[config.mk]
export PLATFORM = sky130hd
export DESIGN_NAME = text_word_line_paragraph_scanner_top_flat
export DESIGN_NICKNAME = d
export VERILOG_FILES = /design/src/hw/rtl/twlp_pkg.sv /design/src/hw/rtl/twlp_stream_if.sv /design/src/hw/rtl/text_word_line_paragraph_scanner_top.sv /design/src/flat_wrapper.sv
export SDC_FILE = /design/constraint.sdc
export NUM_CORES = 1
export LEC_CHECK = 0
export BUFFER_PORTS_ARGS = -buffer_cell sky130_fd_sc_hd__buf_2
export CAP_MARGIN = 30
export CORE_MARGIN = 2
export CORE_UTILIZATION = 37
export CTS_CLUSTER_DIAMETER = 100
export DETAILED_ROUTE_END_ITERATION = 16
export PLACE_DENSITY_LB_ADDON = 0.08
export SLEW_MARGIN = 30
export SYNTH_ARGS = -nofsm -noshare
export SYNTH_HDL_FRONTEND = slang
export SYNTH_SLANG_ARGS = --single-unit
[constraint.sdc]
create_clock -name clk -period 5.8 [get_ports clk]
set_input_delay 1.74 -clock clk [delete_from_list [all_inputs] [get_ports clk]]
set_output_delay 1.74 -clock clk [all_outputs]
set_load 0.01 [all_outputs]
[src/hw/rtl/twlp_pkg.sv]
// Shared types and codes for the word, line and paragraph scanner.
package twlp_pkg;

    // Byte class codes, plain form odd and pattern-start form even
    localparam logic [4:0] CLASS_NUL       = 5'd0;
    localparam logic [4:0] CLASS_DASH      = 5'd13;
    localparam logic [4:0] CLASS_DASH_PAT  = 5'd14;
    localparam logic [4:0] CLASS_OTHER     = 5'd23;
    localparam logic [4:0] CLASS_LAST      = 5'd24;
    localparam logic [4:0] CLASS_SPACE_PAT = 5'd2;
    localparam logic [4:0] CLASS_NL_PAT    = 5'd4;
    localparam logic [4:0] CLASS_FF_PAT    = 5'd6;

    // Scanner states
    typedef enum logic [2:0] {
        ST_SPACE  = 3'd0,
        ST_WORD   = 3'd1,
        ST_LINE   = 3'd2,
        ST_PSPACE = 3'd3,
        ST_PWORD  = 3'd4,
        ST_PLINE  = 3'd5
    } scan_state_t;

    // Commands for the external pattern matcher
    typedef enum logic [2:0] {
        CMD_NONE  = 3'd0,
        CMD_FIRST = 3'd1,
        CMD_NEXT  = 3'd2,
        CMD_SPACE = 3'd3,
        CMD_MAYBE = 3'd4
    } cmd_t;

    // Class groups that steer the scanner
    typedef enum logic [2:0] {
        GRP_NUL   = 3'd0,
        GRP_SPC   = 3'd1,
        GRP_NL    = 3'd2,
        GRP_FF    = 3'd3,
        GRP_DASH  = 3'd4,
        GRP_PLAIN = 3'd5,
        GRP_PAT   = 3'd6
    } class_group_t;

    // One input word: a byte's class and the buffer-end flag
    typedef struct packed {
        logic [4:0] char_class;
        logic       at_buffer_end;
    } scan_in_t;

    // One result word
    typedef struct packed {
        logic [2:0]  matcher_command;
        logic        stopped;
        logic [31:0] words_seen;
        logic [31:0] lines_seen;
        logic [31:0] paragraphs_seen;
        logic [31:0] bytes_seen;
    } scan_out_t;

    // Map a raw class code to its group; out-of-range codes act as plain other
    function automatic class_group_t group_of(input logic [4:0] cls);
        logic [4:0] c;
        begin
            c = (cls > CLASS_LAST) ? CLASS_OTHER : cls;
            if (c == CLASS_NUL)
                return GRP_NUL;
            else if (c <= CLASS_SPACE_PAT)
                return GRP_SPC;
            else if (c <= CLASS_NL_PAT)
                return GRP_NL;
            else if (c <= CLASS_FF_PAT)
                return GRP_FF;
            else if (c == CLASS_DASH || c == CLASS_DASH_PAT)
                return GRP_DASH;
            else if (!c[0])
                return GRP_PAT;
            else
                return GRP_PLAIN;
        end
    endfunction

    // Pattern-start form: nonzero, even class code
    function automatic logic is_pattern(input logic [4:0] cls);
        logic [4:0] c;
        begin
            c = (cls > CLASS_LAST) ? CLASS_OTHER : cls;
            return (c != CLASS_NUL) && !c[0];
        end
    endfunction

endpackage

[src/hw/rtl/twlp_stream_if.sv]
// Valid/ready stream channel carrying one payload word per handshake.
interface twlp_stream_if #(
    parameter type payload_t = logic
);
    logic     valid;
    logic     ready;
    payload_t payload;

    modport source (output valid, output payload, input ready);
    modport sink   (input valid, input payload, output ready);
endinterface

[src/hw/rtl/text_word_line_paragraph_scanner_top.sv]
// Word, line and paragraph scanner: class decode, scan state, counters and result register.
//
// Takes one byte class word per cycle on text_in while count_out does not stall, and
// returns one result word per input on count_out: the matcher command, the stop flag
// and the word, line, paragraph and byte counts after that byte (low 32 bits of
// COUNT_WIDTH-bit saturating counters). A byte goes through an input register, and
// its result through a result register, before the result appears on count_out.
// A sentinel NUL (class NUL with the buffer-end flag) returns stopped = 1 and changes
// no count or state. count_out stalls hold results; an empty input register still
// takes a byte while a result waits.
module text_word_line_paragraph_scanner_top
    import twlp_pkg::*;
#(
    parameter int COUNT_WIDTH = 32
) (
    input  logic clk,
    input  logic rst_n,
    twlp_stream_if.sink   text_in,
    twlp_stream_if.source count_out
);

    // Counter value as a 32-bit result field
    function automatic logic [31:0] to_field(input logic [COUNT_WIDTH-1:0] c);
        logic [COUNT_WIDTH+31:0] wide;
        begin
            wide = {32'b0, c};
            return wide[31:0];
        end
    endfunction

    // Input register
    logic        in_valid_reg;
    scan_in_t    in_word_reg;

    // Result register
    logic        out_valid_reg;
    scan_out_t   out_word_reg;
    scan_out_t   out_word_next;

    // Scanner state and counters
    scan_state_t            state_reg, state_next;
    logic [COUNT_WIDTH-1:0] word_cnt_reg, word_cnt_next;
    logic [COUNT_WIDTH-1:0] line_cnt_reg, line_cnt_next;
    logic [COUNT_WIDTH-1:0] para_cnt_reg, para_cnt_next;
    logic [COUNT_WIDTH-1:0] byte_cnt_reg, byte_cnt_next;

    logic         advance;
    class_group_t grp;
    logic         pat;
    logic         sentinel;
    logic         word_inc, line_inc, para_inc, byte_inc;
    cmd_t         cmd;

    // Handshake: result register frees when empty or taken
    assign advance       = !out_valid_reg || count_out.ready;
    assign text_in.ready = !in_valid_reg || advance;

    assign grp      = group_of(in_word_reg.char_class);
    assign pat      = is_pattern(in_word_reg.char_class);
    assign sentinel = (grp == GRP_NUL) && in_word_reg.at_buffer_end;

    // Scan step: next state, counter bumps and matcher command
    always_comb
    begin
        state_next = state_reg;
        word_inc   = 1'b0;
        line_inc   = 1'b0;
        para_inc   = 1'b0;
        byte_inc   = !sentinel;
        cmd        = CMD_NONE;
        if (!sentinel && grp != GRP_NUL)
        begin
            case (state_reg)
                ST_PSPACE, ST_PLINE:
                begin
                    if (grp == GRP_NL)
                    begin
                        line_inc = 1'b1;
                        if (state_reg == ST_PLINE)
                        begin
                            para_inc   = 1'b1;
                            state_next = ST_LINE;
                        end
                        else
                        begin
                            state_next = ST_PLINE;
                        end
                    end
                    else if (grp == GRP_FF)
                    begin
                        para_inc   = 1'b1;
                        state_next = ST_SPACE;
                    end
                    else if (grp != GRP_SPC)
                    begin
                        word_inc   = 1'b1;
                        state_next = ST_PWORD;
                        cmd        = CMD_NEXT;
                    end
                end
                ST_PWORD:
                begin
                    case (grp)
                        GRP_SPC:
                        begin
                            state_next = ST_PSPACE;
                            cmd        = CMD_SPACE;
                        end
                        GRP_NL:
                        begin
                            line_inc   = 1'b1;
                            state_next = ST_PLINE;
                            cmd        = CMD_SPACE;
                        end
                        GRP_FF:
                        begin
                            para_inc   = 1'b1;
                            state_next = ST_SPACE;
                        end
                        GRP_DASH:
                        begin
                            state_next = ST_PSPACE;
                            cmd        = CMD_MAYBE;
                        end
                        default:
                        begin
                            cmd = CMD_NEXT;
                        end
                    endcase
                end
                ST_WORD:
                begin
                    if (grp == GRP_SPC || grp == GRP_FF)
                    begin
                        state_next = ST_SPACE;
                    end
                    else if (grp == GRP_NL)
                    begin
                        line_inc   = 1'b1;
                        state_next = ST_LINE;
                    end
                    else if (pat)
                    begin
                        state_next = ST_PWORD;
                        cmd        = CMD_FIRST;
                    end
                end
                default:
                begin
                    // space, line, and any unused code acting as space
                    if (grp == GRP_NL)
                    begin
                        line_inc   = 1'b1;
                        para_inc   = (state_reg == ST_LINE);
                        state_next = ST_LINE;
                    end
                    else if (grp == GRP_FF)
                    begin
                        para_inc   = 1'b1;
                        state_next = (state_reg == ST_LINE) ? ST_LINE : ST_SPACE;
                    end
                    else if (grp != GRP_SPC)
                    begin
                        word_inc   = 1'b1;
                        if (pat)
                        begin
                            state_next = ST_PWORD;
                            cmd        = CMD_FIRST;
                        end
                        else
                        begin
                            state_next = ST_WORD;
                        end
                    end
                    else
                    begin
                        state_next = (state_reg == ST_LINE) ? ST_LINE : ST_SPACE;
                    end
                end
            endcase
        end
    end

    // Saturating counter updates
    always_comb
    begin
        word_cnt_next = word_cnt_reg + COUNT_WIDTH'(word_inc && (word_cnt_reg != '1));
        line_cnt_next = line_cnt_reg + COUNT_WIDTH'(line_inc && (line_cnt_reg != '1));
        para_cnt_next = para_cnt_reg + COUNT_WIDTH'(para_inc && (para_cnt_reg != '1));
        byte_cnt_next = byte_cnt_reg + COUNT_WIDTH'(byte_inc && (byte_cnt_reg != '1));
    end

    // Assemble the result word
    always_comb
    begin
        out_word_next.matcher_command = cmd;
        out_word_next.stopped         = sentinel;
        out_word_next.words_seen      = to_field(word_cnt_next);
        out_word_next.lines_seen      = to_field(line_cnt_next);
        out_word_next.paragraphs_seen = to_field(para_cnt_next);
        out_word_next.bytes_seen      = to_field(byte_cnt_next);
    end

    // Control: valid flags, scan state and counters
    always_ff @(posedge clk or negedge rst_n)
    begin
        if (!rst_n)
        begin
            in_valid_reg  <= 1'b0;
            out_valid_reg <= 1'b0;
            state_reg     <= ST_SPACE;
            word_cnt_reg  <= '0;
            line_cnt_reg  <= '0;
            para_cnt_reg  <= '0;
            byte_cnt_reg  <= '0;
        end
        else
        begin
            if (text_in.ready)
            begin
                in_valid_reg <= text_in.valid;
            end
            if (advance)
            begin
                out_valid_reg <= in_valid_reg;
            end
            if (advance && in_valid_reg)
            begin
                state_reg    <= state_next;
                word_cnt_reg <= word_cnt_next;
                line_cnt_reg <= line_cnt_next;
                para_cnt_reg <= para_cnt_next;
                byte_cnt_reg <= byte_cnt_next;
            end
        end
    end

    // Payload registers: load input word and result word
    always_ff @(posedge clk)
    begin
        if (text_in.ready && text_in.valid)
        begin
            in_word_reg <= text_in.payload;
        end
        if (advance && in_valid_reg)
        begin
            out_word_reg <= out_word_next;
        end
    end

    assign count_out.valid   = out_valid_reg;
    assign count_out.payload = out_word_reg;

    // A stopped result never carries a matcher command
    assert property (@(posedge clk) disable iff (!rst_n)
        (out_valid_reg && out_word_reg.stopped) |-> (out_word_reg.matcher_command == CMD_NONE))
        else $error("stopped result carries a matcher command");

    // The sentinel leaves state and byte count untouched
    assert property (@(posedge clk) disable iff (!rst_n)
        (advance && in_valid_reg && sentinel)
        |=> (byte_cnt_reg == $past(byte_cnt_reg)) && (state_reg == $past(state_reg)))
        else $error("sentinel changed scanner state or byte count");

    // Word count grows by at most one per cycle
    assert property (@(posedge clk) disable iff (!rst_n)
        ##1 ((word_cnt_reg == $past(word_cnt_reg))
            || (word_cnt_reg == $past(word_cnt_reg) + COUNT_WIDTH'(1))))
        else $error("word counter jumped");

endmodule

[src/flat_wrapper.sv]
// flat-port wrapper written by rule: the top's interface ports become plain ports
module text_word_line_paragraph_scanner_top_flat import twlp_pkg::*;
#(
    parameter int COUNT_WIDTH = 32
)
  (clk, rst_n, text_in_valid, text_in_payload, text_in_ready, count_out_valid, count_out_payload, count_out_ready);
  twlp_stream_if #(.payload_t(scan_in_t)) text_in_i ();
  twlp_stream_if #(.payload_t(scan_out_t)) count_out_i ();
  input  logic clk;
  input  logic rst_n;
  input wire logic [$bits(text_in_i.valid)-1:0] text_in_valid;
  input wire logic [$bits(text_in_i.payload)-1:0] text_in_payload;
  output wire logic [$bits(text_in_i.ready)-1:0] text_in_ready;
  output wire logic [$bits(count_out_i.valid)-1:0] count_out_valid;
  output wire logic [$bits(count_out_i.payload)-1:0] count_out_payload;
  input wire logic [$bits(count_out_i.ready)-1:0] count_out_ready;
  assign text_in_i.valid = text_in_valid;
  assign text_in_i.payload = text_in_payload;
  assign text_in_ready = text_in_i.ready;
  assign count_out_valid = count_out_i.valid;
  assign count_out_payload = count_out_i.payload;
  assign count_out_i.ready = count_out_ready;
  text_word_line_paragraph_scanner_top #(.COUNT_WIDTH(COUNT_WIDTH)) u_core (.clk(clk), .rst_n(rst_n), .text_in(text_in_i), .count_out(count_out_i));
endmodule
### Word-level counts from Yosys, hierarchy flattened

Cells that the tools add are included.
Widths: inputs -> output; s select.

| storage, ports and cells | value |
|---|---|
| register bits | 271 |
| bits of input ports | 10 |
| logic and storage cells | 115 |

| operators by class | value |
|---|---|
| add/sub/neg operators | 4 |
| $lt $le $gt $ge | 4 |
| eq/ne operators | 19 |
| mux-type cells | 47 |
| reductions and logical operators | 26 |

Operator list:

| cell | number |
|---|---|
| $add 32x1->32 | 4 |
| $ne 32x32->1 const B | 4 |
| $mux 3 | 22 |
| $pmux 3 s3 | 4 |
| $mux 1 | 16 |
| $eq 3x2->1 const B | 4 |
| $eq 5x4->1 const B | 2 |
| $le 5x3->1 const B | 2 |
| $eq 3x3->1 const B | 3 |
| $logic_and 1x1->1 | 9 |
| $ne 4x1->1 const B | 2 |
| $reduce_or 2->1 | 4 |
| $eq 3x1->1 const B | 2 |
| $mux 2 | 3 |
| $gt 5x5->1 const B | 1 |
| $le 5x2->1 const B | 1 |
| $logic_not 5->1 | 1 |
| $mux 5 | 1 |
| $reduce_and 5->1 | 1 |
| $reduce_bool 5->1 | 1 |
| $logic_not 1->1 | 4 |
| $logic_or 1x1->1 | 4 |
| $ne 4x2->1 const B | 1 |
| $logic_not 3->1 | 1 |
| 3 further kinds | 3 |

### Logic depth before layout (Yosys ltp)

| logic depth | value |
|---|---|
| depth after elaboration | 17 |
| mapped depth | 17 |
| mapped depth without buffers | 14 |

### Worst setup path after synthesis

Ideal clock, no wire load.

| path | value |
|---|---|
| path type | input-to-reg |
| from | input port count_out_ready |
| to | register u_core.word_cnt_reg[5] |
| library setup time | 0.134 ns |
| data arrival time | 6.475 ns |
| path slack | -0.809 ns |
| cell stages on the path | 7 |
| cell sequence | nand2b_1 nand2_1 inv_1 buf_2 buf_1 nand2_1 xnor2_1 |

| between the ends | value |
|---|---|
| longest elaborated chain between the ends | 2 |

Ends and longest elaborated chain:

| what | RTL line | source |
|---|---|---|
| start: declaration | flat_wrapper.sv:16 | `input wire logic [$bits(count_out_i.ready)-1:0] count_out_ready;` |
| $logic_or 1x1->1 | text_word_line_paragraph_scanner_top.sv:55 | `assign advance = !out_valid_reg \|\| count_out.ready;` |
| $logic_and 1x1->1 | text_word_line_paragraph_scanner_top.sv:227 | `if (advance && in_valid_reg)` |
| end signal: assignment | text_word_line_paragraph_scanner_top.sv:230 | `word_cnt_reg <= word_cnt_next;` |
| end: declaration | text_word_line_paragraph_scanner_top.sv:42 | `logic [COUNT_WIDTH-1:0] word_cnt_reg, word_cnt_next;` |

Every way passes these cells.
A chain may end at the register's enable or synchronous reset.

### Worst setup path after layout

| path | value |
|---|---|
| from | input port count_out_ready |
| to | output port text_in_ready |

| between the ends | value |
|---|---|
| longest elaborated chain between the ends | 2 |

Ends and longest elaborated chain:

| what | RTL line | source |
|---|---|---|
| $logic_or 1x1->1 | text_word_line_paragraph_scanner_top.sv:55 |  |
| $logic_or 1x1->1 | text_word_line_paragraph_scanner_top.sv:56 | `assign text_in.ready = !in_valid_reg \|\| advance;` |
| end: declaration | flat_wrapper.sv:13 | `output wire logic [$bits(text_in_i.ready)-1:0] text_in_ready;` |

Every way passes these cells.

==> metrics.yaml <==
synth:
  synth_warnings: 0
  synth_top_area_frac: 0.332
  synthTopCellsByArea: "edfxtp_1 33%, dfrtp_1 27%, xnor2_1 9.5%"
  synth_top_cells_by_count: "138 x edfxtp_1, 135 x xnor2_1, 133 x dfrtp_1"
  synth-edff-count: 138
  async_flop_share: 0.491
  ys_ff_latch: 271
  avgSynthCellArea_um2: 11.6
  synthesis.nets: 1094
  synth_most_common_cell: "edfxtp_1"
  seq_area_frac_synth: 0.598
  synthFlopType: "edfxtp_1"
  syn_area_um2: 12500
  synth_cells: 1076
  yosysTopAreaCell: "edfxtp_1"
  ys_types: 60
sta:
  fmax_ghz: 0.256
  hold_ws_ns: 0.503
  final.setup.worst_slack_ns: 1.89
  fin_setup_tns_ns: 0
  fin_skew_ns: 0.0149
  rsz0062_at_grt: "no"
  finalHoldViolations: 0
  setup_violations: 0
  finalMaxSlewViolations: 0
  period_needed_ns: 3.91
  worst_pin_slew_ns: 0.938
  slew_headroom: 0.370
  fin_crit_sh: 0.674
layout:
  post-route-util: 0.438
  n_antenna_cell: 0
  area_growth_pct: 17.0
  stdcell_area_um2: 14600
  layout-drive-gt1-share: 0.177
  final_nets: 1222
  fin_cells: 1676
  largest_reg_flops: 132
job:
  maxCapViolCount: 0
hold_path:
  hp-class: "flip-flop to flip-flop"
critical_path:
  cp-end-kind: "output port"
  worstPathCellList: "buf_2, nand3b_1, buf_2"
  arrival_ns: 2.17
  path_class: "input port to output port"
  crit_fanout: 3
  crit_slowest_cell: "nand3b_1"
  startpoint_type: "input port"
  crit_required_ns: 4.06
  slowest_delay_ns: 0.17
  path_buf_inv: 2
  cpMostUsedCell: "buf_2"
  crit_family: "buffers and inverters"
cts:
  cts_buffer_depth: 3
  clock_tree.root_cell: "clkbuf_16"
  cts_resized: 0
  ctsHoldBuffers: 0
  clkLatencyLatePin_ns: 0.55
  clock_sinks: 271
  cts-htree-levels: 1
  path_clk_slew_ns: 0.06
  cts_tree: "built"
  cts_buffers: 31
  post_cts_buffers: 0
power_and_ir_drop:
  p_comb_frac: 0.109
  power_density_nw_per_um2: 327
  power_mw: 4.77
  ir_drop_mv: 0.227
  sw_frac_of_total: 0.256
  p_clk_frac: 0.397
  p_leak_nw: 6.36
  seq_power_share: 0.494
  p_switching_mw: 1.22
  intPower_mw: 3.55
floorplan:
  chipWidth_um: 188
  core-area_um2: 33400
  die_area_um2: 35200
  initial_core_util: 0.374
  rows: 67
  io_pins: 144
  dieHeight_um: 188
detailed_routing:
  drt_first_iter_violations: 448
  viasPerCell: 4.78
  routedWlPerCell_um: 15.4
  routed_wl_mm: 25.9
  antenna_left: 0
  drcViolationCount: 0
  firstDrtPassIters: 4
  num_vias: 8009
global_route:
  grtUsageTotal: 0.148
  grt-ovfl-total: 0
  grt_max_degree: 75
  antenna_found_initial: 0
  grt_pass1_wl_mm: 42.5
  grt_pass1_vias: 7870
place:
  place_congestion: 0.749
  pre_cts_slack_ns: 1.74
  dp_hpwl_mm: 17.4
  dp_cells: 1619
  io_buffers: 143
  place_area_um2: 13600
run_status:
  status: "complete, no violations"
## cell usage in the layout, fill, tap and decap left out, drive strengths merged, types with 9 or more instances in the layout
cell type / count
inv: 9
clkinv: 9
clkbuf: 47
dfrtp: 133
and3: 18
nand4: 31
nor2: 96
buf: 149
xor2: 108
a21oi: 11
nand3: 80
and4: 13
xnor2: 135
nor3: 34
nand2: 128
edfxtp: 138
## layer usage
metal | vias up | track usage | part of all wire
met5 | - | 0 | 0
met4 | 0 | 0.0303 | 0.013
met3 | 31 | 0.0273 | 0.046
met2 | 140 | 0.229 | 0.46
met1 | 3861 | 0.216 | 0.49
li1 | 3977 | - | -
## logic make-up (layout without fill, tap and decap cells)
group                      count (synthesis)  in the layout  synth area share
AOI/OAI and AO/OA                         48             48            0.0264
xor gates and xnor gates                 243            243             0.170
adders and majority gates                  9              9           0.00882
buffers and inverters                     63            215            0.0210
DFF                                      271            271             0.598
muxes                                      1              1          0.000901
and+or+nand+nor                          441            441             0.174
## final cells by class
type / count / area [um2]
multi-input cells: 742 / 4760
inverters: 9 / 38.8
repair buffers: 149 / 779
fillers: 3251 / 18800
clock buffers: 47 / 936
well taps: 448 / 561
flip-flops and latches: 271 / 7470
clock inverters: 10 / 68.8
## power groups by stage
stage	Sequential (mW)	Clock, mW	Combinational, mW
floorplan	2.36	0	0.338
global placement	2.40	0	0.526
detailed placement	2.39	0	0.527
CTS	2.36	1.96	0.532
global route	2.39	2.04	0.582
finish	2.36	1.89	0.520
## final timing paths
| path | startpoint | end | slack, ns | cells after the start |
|---|---|---|---|---|
| max in group asynchronous | rst_n | u_core.word_cnt_reg[8] | 3.59 | 2 |
| worst max register to register | u_core.para_cnt_reg[24] | u_core.count_out.payload[54] | 2.04 | 14 |
| worst min-delay path | u_core.byte_cnt_reg[26] | u_core.byte_cnt_reg[26] | 0.50 | 1 |
| worst max-delay path | count_out_ready | text_in_ready | 1.89 | 3 |
| min in group asynchronous | rst_n | u_core.para_cnt_reg[11] | 1.20 | 1 |
| worst min register to register | u_core.byte_cnt_reg[26] | u_core.byte_cnt_reg[26] | 0.50 | 1 |
Power figures use the tool's default switching activity.
